File: config.mk
export PLATFORM = sky130hd
export DESIGN_NAME = threshold_cluster_labeler
export DESIGN_NICKNAME = d
export VERILOG_FILES = /design/src/rtl/tcl_pkg.sv /design/src/rtl/tcl_comp_store.sv /design/src/rtl/threshold_cluster_labeler.sv
export SDC_FILE = /design/constraint.sdc
export NUM_CORES = 2
export LEC_CHECK = 0
export BUFFER_PORTS_ARGS = -buffer_cell sky130_fd_sc_hd__buf_2
export CAP_MARGIN = 20
export CORE_MARGIN = 2
export CORE_UTILIZATION = 45
export CTS_CLUSTER_DIAMETER = 30
export DETAILED_ROUTE_END_ITERATION = 6
export PLACE_DENSITY = 0.71
export REMOVE_ABC_BUFFERS = 1
export SLEW_MARGIN = 20
export SYNTH_ARGS = -nofsm -noshare
export SYNTH_HDL_FRONTEND = slang
export SYNTH_SLANG_ARGS = --single-unit
File: constraint.sdc
create_clock -name i_clk -period 6.17 [get_ports i_clk]
set_clock_uncertainty 0.2 [all_clocks]
set_input_delay 1.234 -clock i_clk [delete_from_list [all_inputs] [get_ports i_clk]]
set_output_delay 1.234 -clock i_clk [all_outputs]
set_load 0.005 [all_outputs]
File: src/rtl/tcl_pkg.sv
package tcl_pkg;

    localparam int MAX_POINTS = 64;
    localparam int IDX_W      = $clog2(MAX_POINTS);
    localparam int CNT_W      = IDX_W + 1;
    localparam int DIST_W     = 32;
    localparam int CFG_W      = 32;

    // register indexes
    localparam logic REG_POINT_COUNT = 1'b0;
    localparam logic REG_TOLERANCE   = 1'b1;

    typedef enum logic [4:0] {
        S_IDLE,
        S_RDA,
        S_RDB,
        S_CMP,
        S_MRD,
        S_MWR,
        S_ADV,
        S_CLR,
        S_CRD,
        S_CSZ,
        S_CWR,
        S_RI_RD,
        S_RI_CHK,
        S_RS_RD,
        S_RS_CMP,
        S_ORD,
        S_ORK,
        S_OSHOW
    } t_state;

    // request bundle into the component store
    typedef struct packed {
        logic [IDX_W-1:0] rd_addr;
        logic             wr_en;
        logic [IDX_W-1:0] wr_addr;
        logic [IDX_W-1:0] wr_data;
        logic             clear;
    } t_comp_req;

endpackage

File: src/rtl/tcl_comp_store.sv
module tcl_comp_store (
    input  logic                    i_clk,
    input  logic                    i_rst_n,
    input  tcl_pkg::t_comp_req      i_req,
    output logic [tcl_pkg::IDX_W-1:0] o_rd_data
);
    import tcl_pkg::*;

    logic [IDX_W-1:0]      r_mem [MAX_POINTS];
    logic [MAX_POINTS-1:0] r_vld;
    logic [IDX_W-1:0]      r_rd_mem;
    logic [IDX_W-1:0]      r_rd_addr;
    logic                  r_rd_vld;

    // entry never written since clear reads as its own index
    always_ff @(posedge i_clk) begin
        if (!i_rst_n) begin
            r_vld    <= '0;
            r_rd_vld <= 1'b0;
        end else begin
            r_rd_vld <= r_vld[i_req.rd_addr];
            if (i_req.clear) begin
                r_vld <= '0;
            end else if (i_req.wr_en) begin
                r_vld[i_req.wr_addr] <= 1'b1;
            end
        end
    end

    always_ff @(posedge i_clk) begin
        if (i_req.wr_en) begin
            r_mem[i_req.wr_addr] <= i_req.wr_data;
        end
        r_rd_mem  <= r_mem[i_req.rd_addr];
        r_rd_addr <= i_req.rd_addr;
    end

    assign o_rd_data = r_rd_vld ? r_rd_mem : r_rd_addr;

endmodule

File: src/rtl/threshold_cluster_labeler.sv
// Channel   | valid       | stall        | payload
// ----------+-------------+--------------+------------------------------------------
// distance  | i_in_valid  | o_in_stall   | i_distance
// labels    | o_out_valid | i_out_stall  | o_point_index, o_cluster_label, o_last
// config    | i_cfg_we    | (none)       | i_cfg_index, i_cfg_data
//
// Flow: an unlinked pair goes straight from idle to S_ADV; a linked pair reads
//   both components, then sweeps every entry of the component store, read then
//   write per entry, unless both points already share a component.
// After the final pair: component sizes are counted and roots ranked, then each
//   label is offered in turn and held while the output is stalled.
// Reset: synchronous, active low; the component store reads as identity.
// o_in_stall is high whenever the sequencer is busy with an item or labels.
module threshold_cluster_labeler (
    input  logic                        i_clk,
    input  logic                        i_rst_n,
    input  logic                        i_cfg_we,
    input  logic                        i_cfg_index,
    input  logic [tcl_pkg::CFG_W-1:0]   i_cfg_data,
    input  logic                        i_in_valid,
    output logic                        o_in_stall,
    input  logic [tcl_pkg::DIST_W-1:0]  i_distance,
    output logic                        o_out_valid,
    input  logic                        i_out_stall,
    output logic [tcl_pkg::IDX_W-1:0]   o_point_index,
    output logic [tcl_pkg::CNT_W-1:0]   o_cluster_label,
    output logic                        o_last
);
    import tcl_pkg::*;

    localparam logic [IDX_W-1:0] IDX_LAST = IDX_W'(MAX_POINTS - 1);
    localparam logic [CNT_W-1:0] CNT_MAX  = CNT_W'(MAX_POINTS);

    t_state r_state, n_state;

    logic [CNT_W-1:0]  r_pc;
    logic [DIST_W-1:0] r_tol;

    // pair position and sequencer working registers
    logic [CNT_W-1:0] r_row, n_row, r_col, n_col;
    logic [IDX_W-1:0] r_la, n_la, r_keep, n_keep, r_drop, n_drop;
    logic [IDX_W-1:0] r_idx, n_idx, r_s, n_s, r_root, n_root, r_cnt, n_cnt;
    logic [CNT_W-1:0] r_szi, n_szi;

    logic [CNT_W-1:0] n_eff, n_m1;
    logic             in_xfer;
    logic             idx_at_end, s_at_end;

    // component store
    t_comp_req        comp_req;
    logic [IDX_W-1:0] comp_rd;

    // component size memory with per-entry valid (cleared before counting)
    logic [CNT_W-1:0]      r_sz_mem [MAX_POINTS];
    logic [MAX_POINTS-1:0] r_sz_vld;
    logic [CNT_W-1:0]      r_sz_rd;
    logic                  r_sz_rd_vld;
    logic [CNT_W-1:0]      sz_rd;
    logic [IDX_W-1:0]      sz_ra;
    logic                  sz_we, sz_clr;
    logic [IDX_W-1:0]      sz_wa;
    logic [CNT_W-1:0]      sz_wd;

    // rank memory (rank minus one), written for every root before use
    logic [IDX_W-1:0] r_rk_mem [MAX_POINTS];
    logic [IDX_W-1:0] r_rk_rd;
    logic             rk_re, rk_we;
    logic [IDX_W-1:0] rk_wd;

    logic             hit;
    logic [IDX_W-1:0] cnt_inc;
    logic [CNT_W-1:0] adv_col, adv_row;

    // clamp point count to 2..MAX_POINTS
    always_comb begin
        if (r_pc < CNT_W'(2)) begin
            n_eff = CNT_W'(2);
        end else if (r_pc > CNT_MAX) begin
            n_eff = CNT_MAX;
        end else begin
            n_eff = r_pc;
        end
    end
    assign n_m1 = n_eff - CNT_W'(1);

    assign in_xfer    = i_in_valid && !o_in_stall;
    assign idx_at_end = ({1'b0, r_idx} == n_m1);
    assign s_at_end   = ({1'b0, r_s} == n_m1);
    assign sz_rd      = r_sz_rd_vld ? r_sz_rd : '0;

    // configuration
    always_ff @(posedge i_clk) begin
        if (!i_rst_n) begin
            r_pc  <= CNT_MAX;
            r_tol <= '0;
        end else if (i_cfg_we) begin
            unique case (i_cfg_index)
                REG_POINT_COUNT: r_pc  <= i_cfg_data[CNT_W-1:0];
                REG_TOLERANCE:   r_tol <= i_cfg_data[DIST_W-1:0];
                default:         ;
            endcase
        end
    end

    tcl_comp_store u_comp (
        .i_clk     (i_clk),
        .i_rst_n   (i_rst_n),
        .i_req     (comp_req),
        .o_rd_data (comp_rd)
    );

    always_ff @(posedge i_clk) begin
        if (!i_rst_n) begin
            r_sz_vld    <= '0;
            r_sz_rd_vld <= 1'b0;
        end else begin
            r_sz_rd_vld <= r_sz_vld[sz_ra];
            if (sz_clr) begin
                r_sz_vld <= '0;
            end else if (sz_we) begin
                r_sz_vld[sz_wa] <= 1'b1;
            end
        end
    end

    always_ff @(posedge i_clk) begin
        if (sz_we) begin
            r_sz_mem[sz_wa] <= sz_wd;
        end
        r_sz_rd <= r_sz_mem[sz_ra];
    end

    always_ff @(posedge i_clk) begin
        if (rk_we) begin
            r_rk_mem[r_idx] <= rk_wd;
        end
        if (rk_re) begin
            r_rk_rd <= r_rk_mem[comp_rd];
        end
    end

    // sequencer registers
    always_ff @(posedge i_clk) begin
        if (!i_rst_n) begin
            r_state <= S_IDLE;
            r_row   <= '0;
            r_col   <= CNT_W'(1);
        end else begin
            r_state <= n_state;
            r_row   <= n_row;
            r_col   <= n_col;
        end
    end

    always_ff @(posedge i_clk) begin
        r_la   <= n_la;
        r_keep <= n_keep;
        r_drop <= n_drop;
        r_idx  <= n_idx;
        r_s    <= n_s;
        r_root <= n_root;
        r_cnt  <= n_cnt;
        r_szi  <= n_szi;
    end

    // rank test: s is a root that outranks root idx
    assign hit = (comp_rd == r_s) && (r_s != r_idx) &&
                 ((sz_rd > r_szi) || ((sz_rd == r_szi) && (r_s < r_idx)));
    assign cnt_inc = r_cnt + IDX_W'(hit);
    assign adv_col = r_col + CNT_W'(1);
    assign adv_row = r_row + CNT_W'(1);

    always_comb begin
        n_state  = r_state;
        n_row    = r_row;
        n_col    = r_col;
        n_la     = r_la;
        n_keep   = r_keep;
        n_drop   = r_drop;
        n_idx    = r_idx;
        n_s      = r_s;
        n_root   = r_root;
        n_cnt    = r_cnt;
        n_szi    = r_szi;
        comp_req = '{rd_addr: r_idx, wr_en: 1'b0, wr_addr: r_idx,
                     wr_data: r_keep, clear: 1'b0};
        sz_ra    = r_idx;
        sz_we    = 1'b0;
        sz_clr   = 1'b0;
        sz_wa    = r_root;
        sz_wd    = sz_rd + CNT_W'(1);
        rk_re    = 1'b0;
        rk_we    = 1'b0;
        rk_wd    = cnt_inc;
        o_in_stall  = (r_state != S_IDLE);
        o_out_valid = 1'b0;

        unique case (r_state)
            S_IDLE: begin
                if (in_xfer) begin
                    if (r_row >= n_m1 || r_col >= n_eff) begin
                        n_state = S_CLR;
                    end else if (i_distance < r_tol) begin
                        n_state = S_RDA;
                    end else begin
                        n_state = S_ADV;
                    end
                end
            end
            S_RDA: begin
                comp_req.rd_addr = r_row[IDX_W-1:0];
                n_state = S_RDB;
            end
            S_RDB: begin
                comp_req.rd_addr = r_col[IDX_W-1:0];
                n_la    = comp_rd;
                n_state = S_CMP;
            end
            S_CMP: begin
                if (r_la == comp_rd) begin
                    n_state = S_ADV;
                end else begin
                    n_keep  = (r_la < comp_rd) ? r_la : comp_rd;
                    n_drop  = (r_la < comp_rd) ? comp_rd : r_la;
                    n_idx   = '0;
                    n_state = S_MRD;
                end
            end
            S_MRD: begin
                n_state = S_MWR;
            end
            S_MWR: begin
                comp_req.wr_en = (comp_rd == r_drop);
                if (r_idx == IDX_LAST) begin
                    n_state = S_ADV;
                end else begin
                    n_idx   = r_idx + IDX_W'(1);
                    n_state = S_MRD;
                end
            end
            S_ADV: begin
                if (adv_col >= n_eff) begin
                    if (adv_row >= n_m1) begin
                        n_state = S_CLR;
                    end else begin
                        n_row   = adv_row;
                        n_col   = adv_row + CNT_W'(1);
                        n_state = S_IDLE;
                    end
                end else begin
                    n_col   = adv_col;
                    n_state = S_IDLE;
                end
            end
            S_CLR: begin
                sz_clr  = 1'b1;
                n_idx   = '0;
                n_state = S_CRD;
            end
            S_CRD: begin
                n_state = S_CSZ;
            end
            S_CSZ: begin
                sz_ra   = comp_rd;
                n_root  = comp_rd;
                n_state = S_CWR;
            end
            S_CWR: begin
                sz_we = 1'b1;
                if (idx_at_end) begin
                    n_idx   = '0;
                    n_state = S_RI_RD;
                end else begin
                    n_idx   = r_idx + IDX_W'(1);
                    n_state = S_CRD;
                end
            end
            S_RI_RD: begin
                n_state = S_RI_CHK;
            end
            S_RI_CHK: begin
                if (comp_rd == r_idx) begin
                    n_szi   = sz_rd;
                    n_cnt   = '0;
                    n_s     = '0;
                    n_state = S_RS_RD;
                end else if (idx_at_end) begin
                    n_idx   = '0;
                    n_state = S_ORD;
                end else begin
                    n_idx   = r_idx + IDX_W'(1);
                    n_state = S_RI_RD;
                end
            end
            S_RS_RD: begin
                comp_req.rd_addr = r_s;
                sz_ra   = r_s;
                n_state = S_RS_CMP;
            end
            S_RS_CMP: begin
                n_cnt = cnt_inc;
                if (s_at_end) begin
                    rk_we = 1'b1;
                    if (idx_at_end) begin
                        n_idx   = '0;
                        n_state = S_ORD;
                    end else begin
                        n_idx   = r_idx + IDX_W'(1);
                        n_state = S_RI_RD;
                    end
                end else begin
                    n_s     = r_s + IDX_W'(1);
                    n_state = S_RS_RD;
                end
            end
            S_ORD: begin
                n_state = S_ORK;
            end
            S_ORK: begin
                rk_re   = 1'b1;
                n_state = S_OSHOW;
            end
            S_OSHOW: begin
                o_out_valid = 1'b1;
                if (!i_out_stall) begin
                    if (idx_at_end) begin
                        // matrix done: back to identity components
                        comp_req.clear = 1'b1;
                        n_row   = '0;
                        n_col   = CNT_W'(1);
                        n_state = S_IDLE;
                    end else begin
                        n_idx   = r_idx + IDX_W'(1);
                        n_state = S_ORD;
                    end
                end
            end
            default: begin
                n_state = S_IDLE;
            end
        endcase
    end

    assign o_point_index   = r_idx;
    assign o_cluster_label = {1'b0, r_rk_rd} + CNT_W'(1);
    assign o_last          = idx_at_end;

    // no label may be offered while a distance is taken
    a_no_overlap: assert property (@(posedge i_clk) disable iff (!i_rst_n)
        in_xfer |-> !o_out_valid)
        else $error("distance accepted during label output");

    // pair position stays in the upper triangle between items
    a_upper_tri: assert property (@(posedge i_clk) disable iff (!i_rst_n)
        (r_state == S_IDLE) |-> (r_col > r_row))
        else $error("column not above row");

    // last flag only on the final point
    a_last_point: assert property (@(posedge i_clk) disable iff (!i_rst_n)
        (o_out_valid && o_last) |-> ({1'b0, o_point_index} == n_m1))
        else $error("last flag on wrong point");

    // after the final label, the pair counters restart
    a_restart: assert property (@(posedge i_clk) disable iff (!i_rst_n)
        (o_out_valid && !i_out_stall && o_last) |=>
            (r_row == '0 && r_col == CNT_W'(1) && r_state == S_IDLE))
        else $error("pair counters not restarted");

endmodule
After elaboration in Yosys (flattened, before gate mapping). Memory sizes are Yosys's and may differ from the RTL's. A register that Yosys moved wholly into a read port is not among the register bits. Index checks and enable logic that the tools add are counted. Widths: inputs -> output; s select.

Register bits after elaboration: 243. Memory bits (writable): 1216. Output and inout bits: 16. Memories: 3.

Memory list: r_sz_mem (depth 64, bits a word 7, read ports 1, clocked after memory_dff 1, write ports 1, line threshold_cluster_labeler.sv:54) `logic [CNT_W-1:0] r_sz_mem [MAX_POINTS];`; r_rk_mem (depth 64, bits a word 6, read ports 1, clocked after memory_dff 1, write ports 1, line threshold_cluster_labeler.sv:65) `logic [IDX_W-1:0] r_rk_mem [MAX_POINTS];`; u_comp.r_mem (depth 64, bits a word 6, read ports 1, clocked after memory_dff 1, write ports 1, line tcl_comp_store.sv:9) `logic [IDX_W-1:0] r_mem [MAX_POINTS];`.

$add $sub $neg: 9. $lt $le $gt $ge: 16. Eq/ne operators: 39. Multiplexer cells: 68. Bitwise gates (word level): 5. Reductions and logical operators: 26.

Operator list (number): $or 64x64->64 (2); $pmux 5 s18 (1); $mux 7 (11); $mux 6 (12); $pmux 6 s7 (1); $eq 5x4->1 const B (8); $pmux 6 s2 (3); $lt 32x32->1 (1); $add 7x1->7 const B (4); $ge 7x7->1 (4); $lt 6x7->1 const B (4); $pmux 7 s2 (2); $eq 6x6->1 (4); $ne 2x2->1 const B (12); $eq 5x3->1 const B (4); $mux 1 (20); $mux 5 (4); $pmux 6 s3 (1); $mux 3 (5); $eq 6x7->1 (2); $add 6x1->6 const B (2); $bmux 1 s6 (2); $demux 1 s6 (2); $ge 6x1->1 const B (2); 30 further kinds (50).

Longest topological paths before layout.
Depth in word-level cells: 9. Mapped depth: 17.

Modules after synthesis. Synthesis repeated with hierarchy kept, for this count alone.

Cells, all modules: 3754. Area, all modules: 60634.4 um^2.

Modules (own cells, without submodules): threshold_cluster_labeler (times used 1, cells an instance 2821, area an instance 42906.2 um^2); tcl_comp_store (times used 1, cells an instance 933, area an instance 17728.3 um^2).

Least setup slack after synthesis. No wires, ideal clock.

Kind: reg2reg. Start: register r_sz_rd_vld. End: memory r_rk_mem[0][4] (netlist bit) (data pin). Data arrival time: 4782 ps. Slack: 616 ps. Cell stages (with the launch flop): 17. Clock period less this slack: 5554 ps. Path through: dfxtp_1 clkbuf_1 nand2_1 ha_1 nor2b_1 o21ai_0 nand2b_1 a21oi_1 nor2b_1 o21ai_0 nand2b_1 a21oi_1 a211oi_1 ha_1 ha_1 nand3_1 xnor2_1.

Cells in the longest elaborated chain, start to end: 6. Elaborated cells on any way between the ends: 7. Classes of those cells: add/sub (1); order compare (1); eq/ne (1); mux (1); reduce/logical (3).

RTL lines: from (decl) (line threshold_cluster_labeler.sv:57) `logic r_sz_rd_vld;`; from (signal assigned) (line threshold_cluster_labeler.sv:117) `r_sz_rd_vld <= r_sz_vld[sz_ra];`; $mux 7 * (line threshold_cluster_labeler.sv:89) `assign sz_rd = r_sz_rd_vld ? r_sz_rd : '0;`; branches (longest 2 deep; another with $gt 7x7->1); $logic_or 1x1->1 * (line threshold_cluster_labeler.sv:168) `((sz_rd > r_szi) || ((sz_rd == r_szi) && (r_s < r_idx)));`; $logic_and 1x1->1 * (line threshold_cluster_labeler.sv:167) `assign hit = (comp_rd == r_s) && (r_s != r_idx) &&`; $add 6x1->6 * (line threshold_cluster_labeler.sv:169) `assign cnt_inc = r_cnt + IDX_W'(hit);`; via cnt_inc[4] (line threshold_cluster_labeler.sv:71) `logic [IDX_W-1:0] cnt_inc;`; to (decl) (line threshold_cluster_labeler.sv:65).

Mark *: on every way through the listed nets, which the timed path passes.

Final worst setup path.
Start: register r_pc[2]. End: output port o_last.

Cells in the longest elaborated chain, start to end: 5. Elaborated cells on any way between the ends: 6. Classes of those cells: add/sub (1); order compare (2); eq/ne (1); mux (2).

RTL lines: from (decl) (line threshold_cluster_labeler.sv:36) `logic [CNT_W-1:0] r_pc;`; from (signal assigned) (line threshold_cluster_labeler.sv:98) `REG_POINT_COUNT: r_pc <= i_cfg_data[CNT_W-1:0];`; $gt 7x7->1 (line threshold_cluster_labeler.sv:78) `end else if (r_pc > CNT_MAX) begin`; $mux 7 (line threshold_cluster_labeler.sv:78); $mux 7 * (line threshold_cluster_labeler.sv:76) `if (r_pc < CNT_W'(2)) begin`; $sub 7x1->7 * (line threshold_cluster_labeler.sv:84) `assign n_m1 = n_eff - CNT_W'(1);`; $eq 6x7->1 * (line threshold_cluster_labeler.sv:87) `assign idx_at_end = ({1'b0, r_idx} == n_m1);`; to (decl) (line threshold_cluster_labeler.sv:27) `output logic o_last`.

Mark *: on every way between the ends. The rest lies on a longest branch, timed or not.

==> summary.txt <==
status = completed
EDFF count, synth = 1,271
CTS max path bufs = 4
Tot Pwr = 34.3 mW
syn avg cell area = 12.8 um2
Post-DP HPWL = 92,700 um
reg2reg setup slack = 1.04 ns
post-CTS setup buffers = 0
CP cell instances = or3_1 > o311ai_2 > ha_1 > nor2b_1 > a21oi_1 > nand3_1 > nor4b_1 > o21a_1 > buf_2
switching share of power = 0.299
Worst Reg-to-Reg Cells = 11
reg2reg start = r_pc[2]
RSZ-0062 raised after global routing = false
critical path's top delay family = compound AO/OA/AOI/OAI gates
via count = 40,885
Initial Util = 0.452
Fillers = 10,707
Sequential Area = 42,300 um2
count of final setup violators = 0
max incr delay on CP = 0.55 ns
Cell Int Power = 24.1 mW
Multi-input gate area = 18,300 um2
Critical Path RT = 4.74 ns
Final Cell Area = 73,900 um2
flops & latches, synth = 1,478
DRT Pass-1 Iters = 6
hold path depth = 1
NumNets Final = 5,128
post-route ant nets = 0
setup_tns = 0 ns
worst min-delay path class = flop to flop
Synth cell types = 88
DR DRC count = 0
DR vias/cell = 5.86
routability cong. = 0.880
Slew Limit Headroom = 0.282
global-route wire length before repair = 239,000 um
Power Density = 464 nW/um2
ANT cells = 0
CP max FO = 8
post-cts resize count = 0
Die ar. = 140,000 um2
Net Switching = 10.3 mW
Flop pwr share = 0.330
max frequency = 171 MHz
fin util = 0.539
Post-Place Cell Area = 64,200 um2
Mapped Cells = 4,826
register area share after synthesis = 0.684
Worst-Skew Late Latency = 0.88 ns
Die Y = 375 um
crit path kind = flop to output pin
Final Hold Slack = 0.257 ns
Slowest-stage cell, CP = o311ai_2
total CTS buffers = 293
CTS sink cnt = 1,478
Post-CTS Hold Fix Bufs = 0
CTS tree = yes
WP buf/inv = 1
Startpoint Class = flop
Starting DRT DRC Count = 4,853
vias in the first global route = 39,964
Core Region = 137,000 um2
Yosys warnings = 0
worst reg2reg path endpoint = r_rk_mem[30][5]
total grt overflow = 0
Peak supply drop = 0.338 mV
Tot GR Track Use = 0.220
P&R area growth vs syn = 19.4%
antenna violations before repair = 0
Cell Area, Synth = 61,900 um2
worst-margin pin slew = 1.07 ns
Gate power share = 0.220
min-delay src = r_sz_vld[56]
routed wire length = 158,000 um
clk slew on worst S/H paths = 0.05 ns
Synth Flop Type = edfxtp_1
Clk network pwr share = 0.450
wire per inst = 22.6 um
root buf cell = clkbuf_16
share of post-route cells with drive strength above 1 = 0.152
Leakage Power = 25.8 nW
Worst Hold End = r_sz_vld[56]
Period minus WS final = 5.86 ns
critical path arrival = 4.43 ns
# rows = 136
pin count of the biggest net entering global routing = 115
max_cap viols = 0
H-tree lvl count = 5
die extent in x = 375 um
CP endpoint kind = output pin
period utilization = 0.950
max-slew violations = 0
I/O Buffers = 85
Async S/R FF share, synth = 0
Hold Fails Final Rpt = 0
IO Pins = 86
==> state kept, by name, summed over array words and instances, names as in the netlist, 5 cells and up <==
name,count
r_col,7
r_rk_rd,6
u_comp.r_vld,64
u_comp.r_rd_mem,6
r_drop,6
r_keep,6
r_la,6
r_cnt,6
u_comp.r_mem,384
r_pc,7
r_sz_rd,7
o_point_index,6
r_state,5
r_sz_mem,448
r_root,6
r_szi,7
r_row,7
r_sz_vld,64
u_comp.r_rd_addr,6
r_s,6
r_tol,32
r_rk_mem,384
==> stage by stage <==
stage | instances | setup WS [ns]
finish | 6982 | 0.309
global route | 6982 | 0.0720
CTS | 6980 | 0.336
detailed placement | 6473 | 1.18
global placement | 6473 | 1.22
floorplan | 4521 | -10.00
==> synthesized netlist by cell type, types with 36 or more instances <==
cell type / number / area (um2)
edfxtp_1: 1271 / 38200
clkbuf_1: 209 / 785
inv_1: 64 / 240
nand2_1: 981 / 3680
dfxtp_1: 207 / 4140
a31oi_1: 75 / 469
buf_1: 36 / 135
a311oi_1: 66 / 578
a21boi_0: 37 / 278
ha_1: 82 / 1030
buf_2: 43 / 215
o21a_1: 137 / 1030
mux2i_1: 106 / 1060
nor2_1: 260 / 976
mux4_2: 53 / 1190
mux2_2: 59 / 664
xnor2_1: 49 / 429
and3_1: 110 / 688
a21oi_1: 78 / 390
nand3_1: 411 / 2060
o21ai_0: 37 / 185
==> cell families after synthesis <==
kind of cell | synth area share
AOI/OAI and AO/OA | 0.0809
xor gates and xnor gates | 0.00900
adders and majority gates | 0.0169
buffers and inverters | 0.0250
DFF | 0.684
muxes | 0.0474
and+or+nand+nor | 0.137
==> how the worst max path moves through the flow <==
| stage | from | to | slack (ns) | depth (start not counted) |
|---|---|---|---|---|
| 6_report | r_pc[2] | o_last | 0.31 | 9 |
| 3_5_place_dp | r_pc[2] | r_rk_mem[30][5] | 1.18 | 11 |
| 3_3_place_gp | r_pc[2] | r_rk_mem[6][3] | 1.22 | 11 |
| 2_1_floorplan | u_comp.r_rd_vld | r_sz_rd[5] | -10.00 | 9 |
| 5_1_grt | r_pc[2] | o_last | 0.07 | 9 |
| 4_1_cts | r_pc[2] | o_last | 0.34 | 9 |
==> worst register-to-register path, delay by kind of cell, from the launching register on <==
family,cells,cell delay (ns)
adder cells (fa/ha/maj),1,0.42
AO/OA/AOI/OAI,2,0.78
XOR/XNOR,1,0.15
flip-flops,1,0.36
AND/OR/NAND/NOR,7,2.84
==> routing by layer <==
layer	share of wire	track usage
met1	0.41	0.297
met2	0.47	0.353
met3	0.082	0.0420
met4	0.037	0.0888
met5	0	0
==> power by group through the flow <==
stage               Sequential, mW  Combinational, mW  Clock, mW
global route                  11.3               8.08       16.1
CTS                           11.3               7.40       15.6
finish                        11.3               7.54       15.5
global placement              11.5               7.21          0
floorplan                     11.5               5.17          0
detailed placement            11.5               7.34          0
==> cell usage in the layout, fill, tap and decap left out, drive strengths merged, types with 82 or more instances in the layout <==
cell / count
edfxtp: 1271
nand2: 983
nand3: 411
clkbuf: 340
nor2: 261
dfxtp: 207
buf: 160
o21a: 137
and3: 110
mux2i: 107
inv: 97
clkinv: 87
ha: 82
==> layout make-up <==
class | count | area share
tap | 1794 | 0.0304
multi-input combinational | 2969 | 0.247
clock inverter | 167 | 0.0256
timing repair buffer | 160 | 0.0152
inverter | 74 | 0.00384
sequential | 1478 | 0.573
clock buffer | 340 | 0.105
No activity file was read; power rests on OpenSTA's default activity.
